===== config.mk =====
export PLATFORM = sky130hd
export DESIGN_NAME = proxy_v2_header_parser
export DESIGN_NICKNAME = d
export VERILOG_FILES = /design/src/rtl/core/pv2hp_pkg.sv /design/src/rtl/core/pv2hp_parser.sv /design/src/rtl/core/proxy_v2_header_parser.sv
export VERILOG_INCLUDE_DIRS = /design/src /design/src/rtl/core
export SDC_FILE = /design/constraint.sdc
export NUM_CORES = 1
export LEC_CHECK = 0
export BUFFER_PORTS_ARGS = -buffer_cell sky130_fd_sc_hd__buf_2
export CAP_MARGIN = 20
export CELL_PAD_IN_SITES_DETAIL_PLACEMENT = 0
export CELL_PAD_IN_SITES_GLOBAL_PLACEMENT = 1
export CORE_UTILIZATION = 49
export CTS_BUF_LIST = sky130_fd_sc_hd__clkbuf_8
export CTS_CLUSTER_DIAMETER = 100
export CTS_CLUSTER_SIZE = 24
export DETAILED_ROUTE_END_ITERATION = 12
export GPL_ROUTABILITY_DRIVEN = 1
export PLACE_DENSITY_LB_ADDON = 0.1
export SYNTH_ARGS = -nofsm -noshare
export SYNTH_HDL_FRONTEND = slang
export SYNTH_SLANG_ARGS = --single-unit

===== constraint.sdc =====
create_clock -name clk -period 4.9 [get_ports clk]
set_input_delay 0 -clock clk [delete_from_list [all_inputs] [get_ports clk]]
set_output_delay 0 -clock clk [all_outputs]
set_load 0.005 [all_outputs]

===== src/rtl/core/assert_macros.svh =====
// Assertion macros shared by the RTL files of the PROXY v2 header parser.
`ifndef ASSERT_MACROS_SVH
`define ASSERT_MACROS_SVH

// Same-cycle implication, checked on every rising clock edge outside reset.
`define ASSERT_IMPLY(label, ante, cons, msg) \
    label: assert property (@(posedge clk) disable iff (!rst_n) (ante) |-> (cons)) \
        else $error(msg);

// Next-cycle implication, checked on every rising clock edge outside reset.
`define ASSERT_NEXT(label, ante, cons, msg) \
    label: assert property (@(posedge clk) disable iff (!rst_n) (ante) |=> (cons)) \
        else $error(msg);

`endif


===== src/rtl/core/pv2hp_pkg.sv =====
// Types, constants and helper functions for the PROXY v2 header parser.
package pv2hp_pkg;

    localparam int unsigned IdxW     = 17;
    localparam int unsigned AddrLenW = 16;
    localparam int unsigned IpW      = 32;
    localparam int unsigned PortW    = 16;
    localparam int unsigned SigLen   = 12;

    localparam logic [IdxW-1:0]     IDX_MAX    = {IdxW{1'b1}};
    localparam logic [IdxW-1:0]     FIXED_HDR  = IdxW'(16);
    localparam logic [AddrLenW-1:0] INET_BLOCK = AddrLenW'(12);

    localparam logic [IdxW-1:0] POS_VER_CMD = IdxW'(12);
    localparam logic [IdxW-1:0] POS_FAMILY  = IdxW'(13);
    localparam logic [IdxW-1:0] POS_LEN_HI  = IdxW'(14);
    localparam logic [IdxW-1:0] POS_LEN_LO  = IdxW'(15);
    localparam logic [IdxW-1:0] POS_SRC_LO  = IdxW'(16);
    localparam logic [IdxW-1:0] POS_SRC_HI  = IdxW'(19);
    localparam logic [IdxW-1:0] POS_PORT_HI = IdxW'(24);
    localparam logic [IdxW-1:0] POS_PORT_LO = IdxW'(25);

    localparam logic [3:0] VERSION_2   = 4'h2;
    localparam logic [3:0] CMD_PROXY   = 4'h1;
    localparam logic [7:0] FAM_TCP4    = 8'h11;
    localparam logic [7:0] FAM_UDP4    = 8'h12;

    typedef enum logic [2:0] {
        ST_OK    = 3'd0,
        ST_SHORT = 3'd1,
        ST_SIG   = 3'd2,
        ST_VER   = 3'd3,
        ST_CMD   = 3'd4,
        ST_FAM   = 3'd5,
        ST_SMALL = 3'd6,
        ST_OVER  = 3'd7
    } status_t;

    typedef struct packed {
        logic step;
        logic last;
    } pv2hp_ctl_t;

    typedef struct packed {
        status_t           status;
        logic [IpW-1:0]    client_address;
        logic [PortW-1:0]  client_port;
        logic [IdxW-1:0]   header_length;
    } pv2hp_result_t;

    // Expected signature byte at positions 0..11.
    function automatic logic [7:0] magic_byte(input logic [3:0] pos);
        logic [7:0] b;
        begin
            unique case (pos)
                4'd0:    b = 8'h0D;
                4'd1:    b = 8'h0A;
                4'd2:    b = 8'h0D;
                4'd3:    b = 8'h0A;
                4'd4:    b = 8'h00;
                4'd5:    b = 8'h0D;
                4'd6:    b = 8'h0A;
                4'd7:    b = 8'h51;
                4'd8:    b = 8'h55;
                4'd9:    b = 8'h49;
                4'd10:   b = 8'h54;
                4'd11:   b = 8'h0A;
                default: b = 8'h00;
            endcase
            return b;
        end
    endfunction

endpackage


===== src/rtl/core/pv2hp_parser.sv =====
// Per-packet parse state: byte counter, first fault, captured fields and verdict.
module pv2hp_parser
(
    input  logic                     clk,
    input  logic                     rst_n,
    input  pv2hp_pkg::pv2hp_ctl_t    ctl,
    input  logic [7:0]               data_byte,
    output pv2hp_pkg::pv2hp_result_t result
);

    logic [pv2hp_pkg::IdxW-1:0]     byte_index_reg, byte_index_next;
    pv2hp_pkg::status_t             first_error_reg, first_error_next;
    logic [pv2hp_pkg::AddrLenW-1:0] addr_len_reg, addr_len_next;
    logic [pv2hp_pkg::IpW-1:0]      src_addr_reg, src_addr_next;
    logic [pv2hp_pkg::PortW-1:0]    src_port_reg, src_port_next;

    pv2hp_pkg::status_t             err;
    pv2hp_pkg::status_t             verdict;
    logic [pv2hp_pkg::IdxW-1:0]     pkt_len;
    logic [pv2hp_pkg::IdxW-1:0]     room;

    // Check or capture the byte at its position.
    always_comb
    begin
        err           = pv2hp_pkg::ST_OK;
        addr_len_next = addr_len_reg;
        src_addr_next = src_addr_reg;
        src_port_next = src_port_reg;
        priority if (byte_index_reg < pv2hp_pkg::IdxW'(pv2hp_pkg::SigLen))
        begin
            if (data_byte != pv2hp_pkg::magic_byte(byte_index_reg[3:0]))
                err = pv2hp_pkg::ST_SIG;
        end
        else if (byte_index_reg == pv2hp_pkg::POS_VER_CMD)
        begin
            if (data_byte[7:4] != pv2hp_pkg::VERSION_2)
                err = pv2hp_pkg::ST_VER;
            else if (data_byte[3:0] != pv2hp_pkg::CMD_PROXY)
                err = pv2hp_pkg::ST_CMD;
        end
        else if (byte_index_reg == pv2hp_pkg::POS_FAMILY)
        begin
            if (data_byte != pv2hp_pkg::FAM_TCP4 && data_byte != pv2hp_pkg::FAM_UDP4)
                err = pv2hp_pkg::ST_FAM;
        end
        else if (byte_index_reg == pv2hp_pkg::POS_LEN_HI)
        begin
            addr_len_next = {data_byte, addr_len_reg[7:0]};
        end
        else if (byte_index_reg == pv2hp_pkg::POS_LEN_LO)
        begin
            addr_len_next = {addr_len_reg[15:8], data_byte};
        end
        else if (byte_index_reg >= pv2hp_pkg::POS_SRC_LO &&
                 byte_index_reg <= pv2hp_pkg::POS_SRC_HI)
        begin
            src_addr_next = {src_addr_reg[23:0], data_byte};
        end
        else if (byte_index_reg == pv2hp_pkg::POS_PORT_HI ||
                 byte_index_reg == pv2hp_pkg::POS_PORT_LO)
        begin
            src_port_next = {src_port_reg[7:0], data_byte};
        end
        else
        begin
            // Drop destination fields and trailing bytes.
            err = pv2hp_pkg::ST_OK;
        end
    end

    // Keep only the first fault.
    assign first_error_next = (first_error_reg == pv2hp_pkg::ST_OK) ? err : first_error_reg;

    // Saturate the counter.
    assign byte_index_next = (byte_index_reg != pv2hp_pkg::IDX_MAX) ?
                             byte_index_reg + pv2hp_pkg::IdxW'(1) : byte_index_reg;
    assign pkt_len = byte_index_next;
    assign room    = pkt_len - pv2hp_pkg::FIXED_HDR;

    always_comb
    begin
        priority if (pkt_len < pv2hp_pkg::FIXED_HDR)
            verdict = pv2hp_pkg::ST_SHORT;
        else if (first_error_next != pv2hp_pkg::ST_OK)
            verdict = first_error_next;
        else if (addr_len_next < pv2hp_pkg::INET_BLOCK)
            verdict = pv2hp_pkg::ST_SMALL;
        else if (pv2hp_pkg::IdxW'(addr_len_next) > room)
            verdict = pv2hp_pkg::ST_OVER;
        else
            verdict = pv2hp_pkg::ST_OK;
    end

    always_comb
    begin
        result.status = verdict;
        if (verdict == pv2hp_pkg::ST_OK)
        begin
            result.client_address = src_addr_next;
            result.client_port    = src_port_next;
            result.header_length  = pv2hp_pkg::FIXED_HDR + pv2hp_pkg::IdxW'(addr_len_next);
        end
        else
        begin
            result.client_address = '0;
            result.client_port    = '0;
            result.header_length  = '0;
        end
    end

    // Advance on each request; clear everything after the last byte.
    always_ff @(posedge clk or negedge rst_n)
    begin
        if (!rst_n)
        begin
            byte_index_reg  <= '0;
            first_error_reg <= pv2hp_pkg::ST_OK;
            addr_len_reg    <= '0;
            src_addr_reg    <= '0;
            src_port_reg    <= '0;
        end
        else if (ctl.step)
        begin
            if (ctl.last)
            begin
                byte_index_reg  <= '0;
                first_error_reg <= pv2hp_pkg::ST_OK;
                addr_len_reg    <= '0;
                src_addr_reg    <= '0;
                src_port_reg    <= '0;
            end
            else
            begin
                byte_index_reg  <= byte_index_next;
                first_error_reg <= first_error_next;
                addr_len_reg    <= addr_len_next;
                src_addr_reg    <= src_addr_next;
                src_port_reg    <= src_port_next;
            end
        end
    end

endmodule


===== src/rtl/core/proxy_v2_header_parser.sv =====
// Flow: a request byte is registered in the input register, then parsed; the result of the
// last byte is registered in the result register and stays until taken.
// Throughput: one byte per cycle; the input register and the result register part the
// two sides, so a waiting result stalls input only when the next last byte reaches parse.
// Reset: rst_n clears the counter, the captured fields and all valid flags at once.
`include "assert_macros.svh"

module proxy_v2_header_parser
(
    input  logic        clk,
    input  logic        rst_n,
    input  logic        in_valid,
    output logic        in_stall,
    input  logic [7:0]  data_byte,
    input  logic        last_byte,
    output logic        out_valid,
    input  logic        out_stall,
    output logic [2:0]  status,
    output logic [31:0] client_address,
    output logic [15:0] client_port,
    output logic [16:0] header_length
);

    logic                     s1_valid_reg, s1_valid_next;
    logic [7:0]               s1_byte_reg;
    logic                     s1_last_reg;
    logic                     out_valid_reg, out_valid_next;
    pv2hp_pkg::pv2hp_result_t out_res_reg;

    logic                     in_take;
    logic                     advance;
    pv2hp_pkg::pv2hp_ctl_t    ctl;
    pv2hp_pkg::pv2hp_result_t result;

    // A last byte may parse only when the result register is free or being emptied.
    assign advance  = s1_valid_reg && (!s1_last_reg || !out_valid_reg || !out_stall);
    assign in_stall = s1_valid_reg && !advance;
    assign in_take  = in_valid && !in_stall;

    assign s1_valid_next  = in_take || (s1_valid_reg && !advance);
    assign out_valid_next = (advance && s1_last_reg) || (out_valid_reg && out_stall);

    assign ctl.step = advance;
    assign ctl.last = s1_last_reg;

    pv2hp_parser u_parser
    (
        .clk       (clk),
        .rst_n     (rst_n),
        .ctl       (ctl),
        .data_byte (s1_byte_reg),
        .result    (result)
    );

    always_ff @(posedge clk or negedge rst_n)
    begin
        if (!rst_n)
        begin
            s1_valid_reg  <= 1'b0;
            out_valid_reg <= 1'b0;
        end
        else
        begin
            s1_valid_reg  <= s1_valid_next;
            out_valid_reg <= out_valid_next;
        end
    end

    always_ff @(posedge clk)
    begin
        if (in_take)
        begin
            s1_byte_reg <= data_byte;
            s1_last_reg <= last_byte;
        end
        if (advance && s1_last_reg)
            out_res_reg <= result;
    end

    assign out_valid      = out_valid_reg;
    assign status         = out_res_reg.status;
    assign client_address = out_res_reg.client_address;
    assign client_port    = out_res_reg.client_port;
    assign header_length  = out_res_reg.header_length;

    `ASSERT_IMPLY(a_stall_needs_byte, in_stall, s1_valid_reg && s1_last_reg && out_valid_reg, "input stalled without a pending last byte")
    `ASSERT_NEXT(a_last_gives_result, advance && s1_last_reg, out_valid_reg, "last byte parsed but no result held")
    `ASSERT_IMPLY(a_error_zero_fields, out_valid_reg && out_res_reg.status != pv2hp_pkg::ST_OK, client_address == '0 && client_port == '0 && header_length == '0, "error result carries nonzero fields")
    `ASSERT_IMPLY(a_ok_min_length, out_valid_reg && out_res_reg.status == pv2hp_pkg::ST_OK, header_length >= 17'd28, "ok result with header shorter than IPv4 block")

endmodule

==> results of run 1 <==
## cell families after synthesis
| logic type | share of synthesized area [%] |
|---|---|
| buf+inv | 4.54 |
| fa+ha+maj | 3.92 |
| compound gates | 18.3 |
| simple gates | 18.1 |
| mux | 2.03 |
| flops | 49.9 |
| xor+xnor | 3.22 |
## worst min-delay path by stage
| stage | to | cells past startpoint | slack (ns) |
|---|---|---|---|
| 2_1_floorplan | out_valid$_DFF_PN0_ | 0 | -0.30 |
| 3_3_place_gp | u_parser.src_port_reg[10]$_DFFE_PN0P_ | 1 | 0.01 |
| 3_5_place_dp | u_parser.src_port_reg[10]$_DFFE_PN0P_ | 1 | 0.02 |
| 4_1_cts | u_parser.src_port_reg[10]$_DFFE_PN0P_ | 2 | 0.05 |
| 5_1_grt | u_parser.src_port_reg[10]$_DFFE_PN0P_ | 2 | 0.08 |
| 6_report | u_parser.src_port_reg[10]$_DFFE_PN0P_ | 2 | 0.04 |
## power by group through the flow
stage               Clock (mW)  Sequential [mW]  Combinational, mW
finish                    1.07             1.56              0.316
global route              1.15             1.57              0.355
CTS                       1.09             1.56              0.318
detailed placement           0             1.59              0.307
global placement             0             1.59              0.296
floorplan                    0             1.57              0.201
## routing by layer
metal  up-vias  track usage [%]  part of all wire (%)
li1       3414                -                     -
met1      3570             35.4                    46
met2       204             43.0                    48
met3        43             4.19                   4.0
met4         0             9.34                   2.4
met5         -                0                     0
## worst reg2reg max path, delay by kind of cell (launching register included)
kind	cells	cell delay [ns]
AO/OA/AOI/OAI	5	0.97
multiplexers	1	0.29
buffers and inverters	3	0.42
adder cells (fa/ha/maj)	2	0.55
AND/OR/NAND/NOR	6	1.79
flip-flops	1	0.45
## stage by stage
step | TNS, ns | utilization [%] | hold slack (ns) | instance area [µm²] | setup slack [ns]
detailed placement | 0 | 54.6 | 0.0188 | 9780 | 0.259
global placement | 0 | 54.6 | 0.0112 | 9780 | 0.327
floorplan | 0 | - | -0.296 | 8940 | 0.582
CTS | 0 | 57.7 | 0.0457 | 10300 | 0.231
global route | -0.00114 | 57.9 | 0.0843 | 10400 | -0.00114
finish | 0 | 57.9 | 0.0399 | 10400 | 0.252
## cell type report
type | instances | area share, %
Clock inverter | 15 | 1.86
Inverter | 30 | 1.09
Sequential cell | 163 | 43.1
Multi-Input combinational cell | 639 | 39.6
Timing Repair Buffer | 143 | 9.32
Clock buffer | 17 | 2.26
Tap cell | 229 | 2.76
## synth_stat cells (8+ instances only)
cell	number
nor2_1	53
nand2b_1	9
edfxtp_1	77
buf_2	11
nor3_1	14
xor2_1	10
a21boi_0	15
xnor2_1	21
nor4_1	8
nand2_1	157
a22o_1	36
dfrtp_1	86
inv_1	30
a21oi_2	41
clkbuf_1	40
nand3_1	27
o21ai_0	56
a21oi_1	25
mux2i_1	17
nand4_1	13
ha_1	28
## cells in the final DEF, fill, tap and decap left out, drive strengths merged, types with 9 or more instances in the layout
master / count
o21ai: 58
inv: 37
buf: 130
a21oi: 66
nor4: 13
xor2: 10
xnor2: 22
or4: 9
nand2: 157
nand3: 27
dlygate4sd3: 13
nand2b: 9
ha: 28
nor3: 15
edfxtp: 77
nor2: 54
a21boi: 15
dfrtp: 86
clkbuf: 17
a22o: 36
mux2i: 17
nand4: 13
## repair_timing
item	4_1_cts	5_1_grt
hold buffers	13	0
setup endpoints to repair	0	43
buffers inserted	0	1
resized for setup	0	7
endpoints found under the hold margin	47	0
==> out/qor.yml, run 1 <==
drt:
  postRouteAntennaNets: 0
  drtPass1Iterations: 6
  vias: 7231
  vias_per_cell: 5.85
  drc: 0
  wire_per_inst_um: 19.2
  routed_wl_mm: 23.7
  drtIter0Drc: 498
logic_synthesis:
  yosys.area.top_type: "edfxtp_1"
  synth_edf_count: 77
  synth_ff_type: "dfrtp_1"
  yosys-top-cells-area: "edfxtp_1 (26%), dfrtp_1 (24%), nand2_1 (6.6%)"
  yosys_warnings: 0
  syn_inst: 892
  seq_area_frac_synth_pct: 49.9
  synth_nets: 933
  synth_top_area_share_pct: 25.9
  synth_cell_types: 69
  syn-cell-area_mm2: 0.00894
  synthArstFlopShare_pct: 52.8
  synth_seq_cells: 163
  syn_area_per_cell_um2: 10.0
sta:
  slew_viol_final: 0
  setup-violations-final: 0
  hold_viol: 0
  period_needed_ns: 4.65
  worst_pin_slew_ns: 0.986
  fmax_mhz: 215
  max-slew-margin-rel_pct: 34.3
  period_share_pct: 94.9
  clock-skew-final_ns: 0.0123
worst_setup_path:
  path_delay_family: "simple AND/OR/NAND/NOR gates"
  cp_num_buf_inv: 3
  start_kind: "flip-flop"
  worst-path-stages: 17
  worst-path-max-fanout: 18
  worstSetupPathType: "reg -> reg"
  critical-path-max-stage-delay_ns: 0.56
  cp.required_ns: 5.20
  critPathCapture: "header_length[16]$_SDFFCE_PP0P_"
  r2r_end: "header_length[16]$_SDFFCE_PP0P_"
  path_cells: "buf_4 -> ha_1 -> or2_2 -> or4_4 -> nor2_8 -> mux2i_4 -> inv_1 -> ha_1 -> a21oi_1 -> nor2b_1 -> o21ai_0 -> a2111oi_0 -> nor4_1 -> a21oi_1 -> a211o_2 -> buf_12 -> nor4_2"
  ff2ff_path_depth: 17
  regToRegSetupSlack_ns: 0.25
  arrival_ns: 4.95
  reg2reg_from: "u_parser.byte_index_reg[0]$_DFFE_PN0P_"
  slowest_stage: "or4_4"
  startpoint: "u_parser.byte_index_reg[0]$_DFFE_PN0P_"
  endpoint_kind: "flip-flop"
power:
  p_int_mw: 2.14
  power_mw: 2.95
  swShare_pct: 27.4
  power_density_mw_per_mm2: 284
  power_leakage_nw: 4.16
  clkPwrFrac_pct: 36.3
  pwr-share-seq_pct: 53.0
  ir_worst_vdd_mv: 0.218
  power_switching_mw: 0.807
  combPwrFrac_pct: 10.7
cts:
  cts_buffers: 17
  cts-root-buf: "clkbuf_8"
  clk_pin_slew_ns: 0.09
  insertion_delay_ns: 0.47
  cts_tree: "built"
  htreeDepth: 4
  cts.sinks: 163
  cts_buffer_depth: 2
grt:
  grt_pass1_vias: 6968
  grt_pass1_wl_mm: 37.3
  grt_max_degree: 71
  overflow: 0
  track_usage_pct: 26.3
  antenna_found_initial: 0
finish:
  n_fill_cell: 1616
  area_growth_pct: 16.0
  instances_no_fill: 1236
  seq_area_mm2: 0.00447
  final_net_count: 1035
  multi_input_area_mm2: 0.00411
  diodes: 0
  drive_gt1_share_pct: 23.2
die:
  die_area_mm2: 0.0188
  core_area_mm2: 0.0179
  die_x_um: 137
  row_count: 49
  start_util_pct: 49.9
  io-pin-count: 83
  die_h_um: 137
status:
  status: "completed"
hold_path:
  hold_class: "in -> async"
place:
  gp_congestion: 0.932
  io_buffers: 82
  dpl.hpwl_mm: 16.3
  placedCellCount: 1190
job:
  cap_violations: 0
Note: power is estimated with default switching activity, not from simulation.
==> inputs of run 2 (changes only) <==
Settings changed: CORE_UTILIZATION 49 to 50, SYNTH_HIERARCHICAL set to 1.
==> run 2 against run 1 <==
Maximum frequency decreased by 0.20%. Synthesized cell count fell by 10%. Clock skew is essentially flat. Sequential cell count did not move. Critical path type unchanged. Highest routed layer unchanged.
==> out/qor.yml, run 2 <==
logic_synthesis:
  synth_nets: 843  # was 933
  synthTopCellsByCount: "dfrtp_1 (86), edfxtp_1 (77), mux2i_1 (57), inv_1 (53), nor3_2 (51)"  # was nand2_1 (157), dfrtp_1 (86), edfxtp_1 (77), o21ai_0 (56), nor2_1 (53)
  syn_inst: 802  # was 892
  synth_cell_types: 68  # was 69
  synth_fa_ha_area_share_pct: 3.90  # was 3.92%
  synth_ff_type: "dfrtp_1"  # unchanged
  yosys_warnings: 6  # was 0
  syn_area_per_cell_um2: 11.2  # was 10.0 µm²
  synthMuxAreaShare_pct: 7.01  # was 2.03%
  synth_seq_cells: 163  # unchanged
  seq_area_frac_synth_pct: 49.6  # was 49.9%
  yosys-top-cells-area: "edfxtp_1 (26%), dfrtp_1 (24%), mux2i_1 (6.3%)"  # was edfxtp_1 (26%), dfrtp_1 (24%), nand2_1 (6.6%)
  synth_edf_count: 77  # unchanged
  synthArstFlopShare_pct: 52.8  # unchanged
  synth.most_common_cell: "dfrtp_1"  # was nand2_1
  syn-cell-area_mm2: 0.00899  # was 0.00894 mm²
  synth_compound_area_share_pct: 13.7  # was 18.3%
  synth_top_family_by_area: "simple AND/OR/NAND/NOR gates"  # was compound AO/OA/AOI/OAI gates
  synth_simple_gate_area_share_pct: 17.7  # was 18.1%
  synth-xor-area-share_pct: 2.73  # was 3.22%
  yosys.area.top_type: "edfxtp_1"  # unchanged
  synth_top_area_share_pct: 25.7  # was 25.9%
sta:
  worst_pin_slew_ns: 0.954  # was 0.986 ns
  slew_viol_final: 0  # unchanged
  clock-skew-final_ns: 0.0128  # was 0.0123 ns
  hold_ws_ns: 0.232  # was 0.0399 ns
  hold_viol: 0  # unchanged
  rsz0062_at_grt: "false"
  setup-violations-final: 0  # unchanged
  max-slew-margin-rel_pct: 36.4  # was 34.3%
  fmax_mhz: 215  # about the same
  period_needed_ns: 4.66  # was 4.65 ns
  tns_ns: 0  # unchanged
  period_share_pct: 95.0  # was 94.9%
cts:
  cts_buffer_depth: 2  # unchanged
  clk_pin_slew_ns: 0.09  # about the same
  cts_tree: "built"  # unchanged
  cts-root-buf: "clkbuf_8"  # unchanged
  cts.sinks: 163  # unchanged
  insertion_delay_ns: 0.47  # about the same
  htreeDepth: 4  # unchanged
  cts_buffers: 17  # unchanged
drt:
  vias: 6885  # was 7231
  vias_per_cell: 6.03  # was 5.85
  routed_wl_mm: 22.7  # was 23.7 mm
  postRouteAntennaNets: 0  # unchanged
  drtPass1Iterations: 5  # was 6
  drc: 0  # unchanged
  drtIter0Drc: 523  # was 498
  wire_per_inst_um: 19.9  # was 19.2 µm
job:
  cap_violations: 0  # unchanged
grt:
  antenna_found_initial: 0  # unchanged
  grt_pass1_wl_mm: 35.6  # was 37.3 mm
  grt_max_degree: 69  # was 71
  track_usage_pct: 25.4  # was 26.3%
  grt_pass1_vias: 6538  # was 6968
  overflow: 0  # unchanged
worst_setup_path:
  endpoint_kind: "flip-flop"  # unchanged
  ff2ff_path_depth: 16  # was 17
  cp.required_ns: 5.18  # was 5.20 ns
  r2r_end: "header_length[14]$_DFFE_PP_"  # was header_length[16]$_SDFFCE_PP0P_
  worst-path-max-fanout: 20  # was 18
  start_kind: "flip-flop"  # unchanged
  worstSetupPathType: "reg -> reg"  # unchanged
  regToRegSetupSlack_ns: 0.24  # was 0.25 ns
  reg2reg_from: "u_parser/byte_index_reg[9]$_DFFE_PN0P_"  # was u_parser.byte_index_reg[0]$_DFFE_PN0P_
  arrival_ns: 4.94  # was 4.95 ns
power:
  power_density_mw_per_mm2: 271  # was 284 mW/mm²
  combPwrFrac_pct: 8.9  # was 10.7%
  pwr-share-seq_pct: 53.5  # was 53.0%
  power_switching_mw: 0.732  # was 0.807 mW
  swShare_pct: 26.0  # was 27.4%
  p_int_mw: 2.08  # was 2.14 mW
  power_leakage_nw: 4.15  # was 4.16 nW
  ir_worst_vdd_mv: 0.182  # was 0.218 mV
  clkPwrFrac_pct: 37.6  # was 36.3%
hold_path:
  min_to: "s1_byte_reg[1]$_DFFE_PP_"
  hold_start: "data_byte[1]"
  hold_class: "in -> reg"  # was in -> async
  hold_depth: 2
place:
  placedCellCount: 1093  # was 1190
  io_buffers: 82  # unchanged
  dpl.hpwl_mm: 15.3  # was 16.3 mm
  gp_congestion: 0.872  # was 0.932
finish:
  final_net_count: 944  # was 1035
  n_fill_cell: 1477  # was 1616
  diodes: 0  # unchanged
  multi_input_area_mm2: 0.00412  # was 0.00411 mm²
  area_growth_pct: 15.8  # was 16.0%
  layout_common_cells: "dfrtp_1 (85), buf_2 (81), edfxtp_1 (77)"  # was nand2_1 (157), dfrtp_1 (84), buf_2 (81)
  instances_no_fill: 1141  # was 1236
  drive_gt1_share_pct: 25.8  # was 23.2%
  seq_area_mm2: 0.00447  # about the same
  final_common_cell: "dfrtp_1"  # was nand2_1
die:
  io-pin-count: 83  # unchanged
  core_area_mm2: 0.0174  # was 0.0179 mm²
  die_h_um: 136  # was 137 µm
  start_util_pct: 51.6  # was 49.9%
  die_area_mm2: 0.0185  # was 0.0188 mm²
  row_count: 48  # was 49
  die_x_um: 136  # was 137 µm
status:
  status: "completed"  # unchanged
[run 2: changes by cell type in the layout (fill, tap and decap cells not counted), sizes merged, moves of 5 or more]
cell | previous run | this run
o21ai | 58 | 22
o22ai | 6 | 30
buf | 130 | 124
inv | 37 | 59
nand3 | 27 | 20
mux2i | 17 | 57
nor2 | 54 | 33
a21o | 7 | 2
nand2 | 157 | 21
a21boi | 15 | 2
a22o | 36 | 49
a21oi | 66 | 28
nor3 | 15 | 78
[run 2: timing repair]
item,4_1_cts,5_1_grt
hold endpoints to repair,37,0
hold buffers,15,0
buffers inserted,0,1
setup endpoints to repair,0,54
resized for setup,0,6
[run 2: worst max-delay path: stages, from the launching register on]
cell and delay, ns:
dfrtp_1 0.45, or4_4 0.57, or4_4 0.60, nor2_2 0.28, buf_4 0.20, nor2_1 0.04
a21oi_1 0.16, inv_1 0.07, ha_1 0.30, nand4_1 0.19, nor4_2 0.37, a21oi_1 0.14
o31ai_1 0.11, nor2_1 0.11, mux2_4 0.30, buf_4 0.23, nor4b_2 0.33
[run 2: layout make-up]
| type | count | share of cell area (%) |
|---|---|---|
| flip-flops and latches | 163 | 42.9 |
| clock inverters | 14 | 1.71 |
| well taps | 225 | 2.70 |
| inverters | 53 | 1.91 |
| repair buffers | 138 | 8.82 |
| multi-input cells | 530 | 39.6 |
| clock buffers | 18 | 2.38 |
[run 2: metal layers]
layer / share of wire (%) / global-route usage, % / vias to the layer above
met5: 0 / 0 / -
met4: 2.2 / 10.5 / 0
met3: 4.8 / 4.92 / 38
met2: 48 / 39.8 / 216
met1: 45 / 34.6 / 3409
li1: - / - / 3222
[run 2: cells by family (layout without fill, tap and decap cells)]
group,count (synthesis),count (layout)
XOR/XNOR,28,28
multiplexers,62,62
AO/OA/AOI/OAI,174,174
buffers and inverters,109,223
adder cells (fa/ha/maj),28,28
flip-flops,163,163
AND/OR/NAND/NOR,238,238
[run 2: how the worst max path moves through the flow]
stage,end,start,slack [ns],cells after the start
after floorplan,status[0]$_DFFE_PP_,u_parser/byte_index_reg[11]$_DFFE_PN0P_,0.42,16
after global placement,header_length[11]$_DFFE_PP_,u_parser/byte_index_reg[6]$_DFFE_PN0P_,0.36,16
final,header_length[14]$_DFFE_PP_,u_parser/byte_index_reg[9]$_DFFE_PN0P_,0.24,16
after CTS,header_length[14]$_DFFE_PP_,u_parser/byte_index_reg[1]$_DFFE_PN0P_,0.21,16
after detailed placement,header_length[14]$_DFFE_PP_,u_parser/byte_index_reg[1]$_DFFE_PN0P_,0.25,16
after global routing,header_length[11]$_DFFE_PP_,u_parser/byte_index_reg[10]$_DFFE_PN0P_,0.03,18
[run 2: stage by stage]
stage / power [mW] / area, µm² / worst slack, ns / util [%]
2_1_floorplan: 1.66 / 8990 / 0.416 / -
3_3_place_gp: 1.77 / 9790 / 0.356 / 56.2
3_5_place_dp: 1.77 / 9800 / 0.248 / 56.3
4_1_cts: 2.85 / 10400 / 0.210 / 59.6
5_1_grt: 2.92 / 10400 / 0.0290 / 59.8
6_report: 2.82 / 10400 / 0.243 / 59.8
[run 2: power groups by stage]
stage / registers (mW) / logic (mW) / clock network [mW]
after floorplan: 1.52 / 0.137 / 0
after global placement: 1.54 / 0.231 / 0
after detailed placement: 1.54 / 0.238 / 0
after CTS: 1.51 / 0.249 / 1.09
after global routing: 1.51 / 0.275 / 1.14
final: 1.51 / 0.250 / 1.06
==> inputs of run 3 (changes only) <==
Settings changed: CORE_ASPECT_RATIO set to 0.75, CORE_UTILIZATION 50 to 49, SYNTH_HIERARCHICAL 1 to not set.
==> run 3 against run 2 <==
Sequential power increased by 3%. Total power increased by 3.2%. Hold slack improved by 0.016 ns. Critical path type unchanged. Critical endpoint is now header_length[13]$_SDFFCE_PP0P_. Largest cell class unchanged. Highest routed layer unchanged.
==> out/qor.yml, run 3 (synthesized netlist as in run 1, its figures left out) <==
sta:
  worst_pin_slew_ns: 0.911  # was 0.954 ns
  tns_ns: 0  # unchanged
  setup-violations-final: 0  # unchanged
  max-slew-margin-rel_pct: 39.2  # was 36.4%
  rsz0062_at_grt: "false"  # unchanged
  clock-skew-final_ns: 0.0289  # was 0.0128 ns
  hold_viol: 0  # unchanged
  period_needed_ns: 4.65  # was 4.66 ns
  fmax_mhz: 215  # about the same
  period_share_pct: 94.9  # was 95.0%
  slew_viol_final: 0  # unchanged
die:
  die_x_um: 158  # was 136 µm
  row_count: 42  # was 48
  die_area_mm2: 0.0188  # was 0.0185 mm²
  start_util_pct: 50.3  # was 51.6%
  core_area_mm2: 0.0178  # was 0.0174 mm²
  io-pin-count: 83  # unchanged
  die_h_um: 119  # was 136 µm
finish:
  layout_common_cells: "nand2_1 (157), dfrtp_1 (82), buf_2 (81)"  # was dfrtp_1 (85), buf_2 (81), edfxtp_1 (77)
  final_common_cell: "nand2_1"  # was dfrtp_1
  diodes: 0  # unchanged
  n_fill_cell: 1551  # was 1477
  finish.instance_area_mm2: 0.0104  # about the same
  area_growth_pct: 16.2  # was 15.8%
  final_net_count: 1032  # was 944
  drive_gt1_share_pct: 23.4  # was 25.8%
grt:
  grt_max_degree: 65  # was 69
  top_usage_layer: "met2"  # unchanged
  grt_pass1_vias: 7015  # was 6538
  grt_pass1_wl_mm: 38.3  # was 35.6 mm
  globalRouteMet2Util_pct: 41.0  # was 39.8%
  track_usage_pct: 26.7  # was 25.4%
  use_met1_pct: 38.6  # was 34.6%
  antenna_found_initial: 0  # unchanged
  grt.met3_usage_pct: 5.17  # was 4.92%
  overflow: 0  # unchanged
cts:
  htreeDepth: 4  # unchanged
  clk_pin_slew_ns: 0.10  # was 0.09 ns
  cts_buffer_depth: 2  # unchanged
  cts_buffers: 17  # unchanged
  cts.sinks: 163  # unchanged
  insertion_delay_ns: 0.47  # about the same
  cts-root-buf: "clkbuf_8"  # unchanged
  cts_tree: "built"  # unchanged
status:
  status: "completed"  # unchanged
worst_setup_path:
  endpoint_kind: "flip-flop"  # unchanged
  start_kind: "flip-flop"  # unchanged
  slowest_stage: "or4_4"  # unchanged
  r2r_end: "header_length[13]$_SDFFCE_PP0P_"  # was header_length[14]$_DFFE_PP_
  path_cells: "inv_1 -> ha_1 -> or2_2 -> or4_4 -> nor2_8 -> mux2i_1 -> inv_1 -> ha_1 -> nand4_1 -> a2111oi_1 -> nor4_1 -> a21oi_1 -> a211o_2 -> buf_4 -> nor2_1"  # was or4_4 -> or4_4 -> nor2_2 -> buf_4 -> nor2_1 -> a21oi_1 -> inv_1 -> ha_1 -> nand4_1 -> nor4_2 -> a21oi_1 -> o31ai_1 -> nor2_1 -> mux2_4 -> buf_4 -> nor4b_2
  cp.required_ns: 5.11  # was 5.18 ns
  arrival_ns: 4.86  # was 4.94 ns
  startpoint: "u_parser.byte_index_reg[1]$_DFFE_PN0P_"  # was u_parser/byte_index_reg[9]$_DFFE_PN0P_
  critical-path-max-stage-delay_ns: 0.56  # was 0.60 ns
  ff2ff_path_depth: 15  # was 16
  regToRegSetupSlack_ns: 0.25  # was 0.24 ns
  worstSetupPathType: "reg -> reg"  # unchanged
  worst-path-max-fanout: 16  # was 20
  reg2reg_from: "u_parser.byte_index_reg[1]$_DFFE_PN0P_"  # was u_parser/byte_index_reg[9]$_DFFE_PN0P_
drt:
  vias_per_cell: 5.79  # was 6.03
  postRouteAntennaNets: 0  # unchanged
  drtIter0Drc: 573  # was 523
  drc: 0  # unchanged
  drtPass1Iterations: 5  # unchanged
  routed_wl_mm: 23.9  # was 22.7 mm
  vias: 7219  # was 6885
  wire_per_inst_um: 19.2  # was 19.9 µm
job:
  cap_violations: 0  # unchanged
power:
  power_density_mw_per_mm2: 280  # was 271 mW/mm²
  ir_worst_vdd_mv: 0.192  # was 0.182 mV
  power_leakage_nw: 4.14  # was 4.15 nW
place:
  dpl.hpwl_mm: 16.6  # was 15.3 mm
  io_buffers: 82  # unchanged
  gp_congestion: 0.903  # was 0.872
  dpl_cell_area_mm2: 0.00976  # was 0.00980 mm²
hold_path:
  hold_depth: 2  # unchanged
  hold_class: "in -> reg"  # unchanged
  min_to: "s1_byte_reg[4]$_DFFE_PP_"  # was s1_byte_reg[1]$_DFFE_PP_
  hold_start: "data_byte[4]"  # was data_byte[1]
## run 3: cell count changes in the layout (fill, tap and decap cells not counted), moves of 26 or more
| cell | before | now |
|---|---|---|
| inv_1 | 55 | 29 |
| a21oi_2 | 0 | 41 |
| o21ai_0 | 19 | 56 |
| nand2_1 | 21 | 157 |
| nor3_2 | 53 | 2 |
| mux2i_1 | 56 | 15 |
## run 3: final cells by class
type | instances | area (µm²) | area share, %
Sequential cell | 163 | 4470 | 43.0
Multi-Input combinational cell | 639 | 4120 | 39.6
Timing Repair Buffer | 140 | 963 | 9.28
Tap cell | 242 | 303 | 2.92
Clock buffer | 17 | 234 | 2.25
Clock inverter | 15 | 188 | 1.81
Inverter | 30 | 113 | 1.08
## run 3: layer usage
metal | share of wire [%] | vias to the layer above
li1 | - | 3410
met1 | 46 | 3552
met2 | 47 | 242
met3 | 6.2 | 15
met4 | 0.51 | 0
met5 | 0 | -
## run 3: worst max-delay path by stage
stage,slack (ns),end
after global placement,0.32,header_length[16]$_SDFFCE_PP0P_
after floorplan,0.58,client_port[10]$_SDFFCE_PP0P_
after global routing,0.02,header_length[16]$_SDFFCE_PP0P_
after detailed placement,0.1,header_length[16]$_SDFFCE_PP0P_
after CTS,0.05,header_length[16]$_SDFFCE_PP0P_
final,0.25,header_length[13]$_SDFFCE_PP0P_
## run 3: metrics by stage
step                total power [mW]  setup slack, ns  cells  hold slack [ns]  utilization, %
finish                          2.91            0.251   1246            0.248            58.5
global route                    3.03           0.0194   1246            0.224            58.5
CTS                             2.92           0.0462   1243            0.211            58.0
detailed placement              1.89           0.0985   1198          -0.0682            54.9
global placement                1.88            0.317   1198          -0.0673            54.9
floorplan                       1.77            0.582    892           -0.296               -
## run 3: what timing repair did
| item | in CTS | in global routing |
|---|---|---|
| setup buffers | 0 | 2 |
| hold endpoints to repair | 34 | 0 |
| gates resized for setup | 0 | 11 |
| setup endpoints to repair | 0 | 67 |
| hold buffers | 13 | 0 |
## run 3: worst max-delay path: cells and delay by family, from the launching register on
kind            cells  cell delay [ns]
compound gates      3             0.90
flops               1             0.46
simple gates        6             1.55
buf+inv             3             0.51
fa+ha+maj           2             0.57
mux                 1             0.40
## run 3: where the power goes
group / total [mW] / internal [mW] / switching [mW]
Combinational: 0.316 / 0.120 / 0.196
Sequential: 1.56 / 1.50 / 0.0605
Clock: 1.03 / 0.436 / 0.593
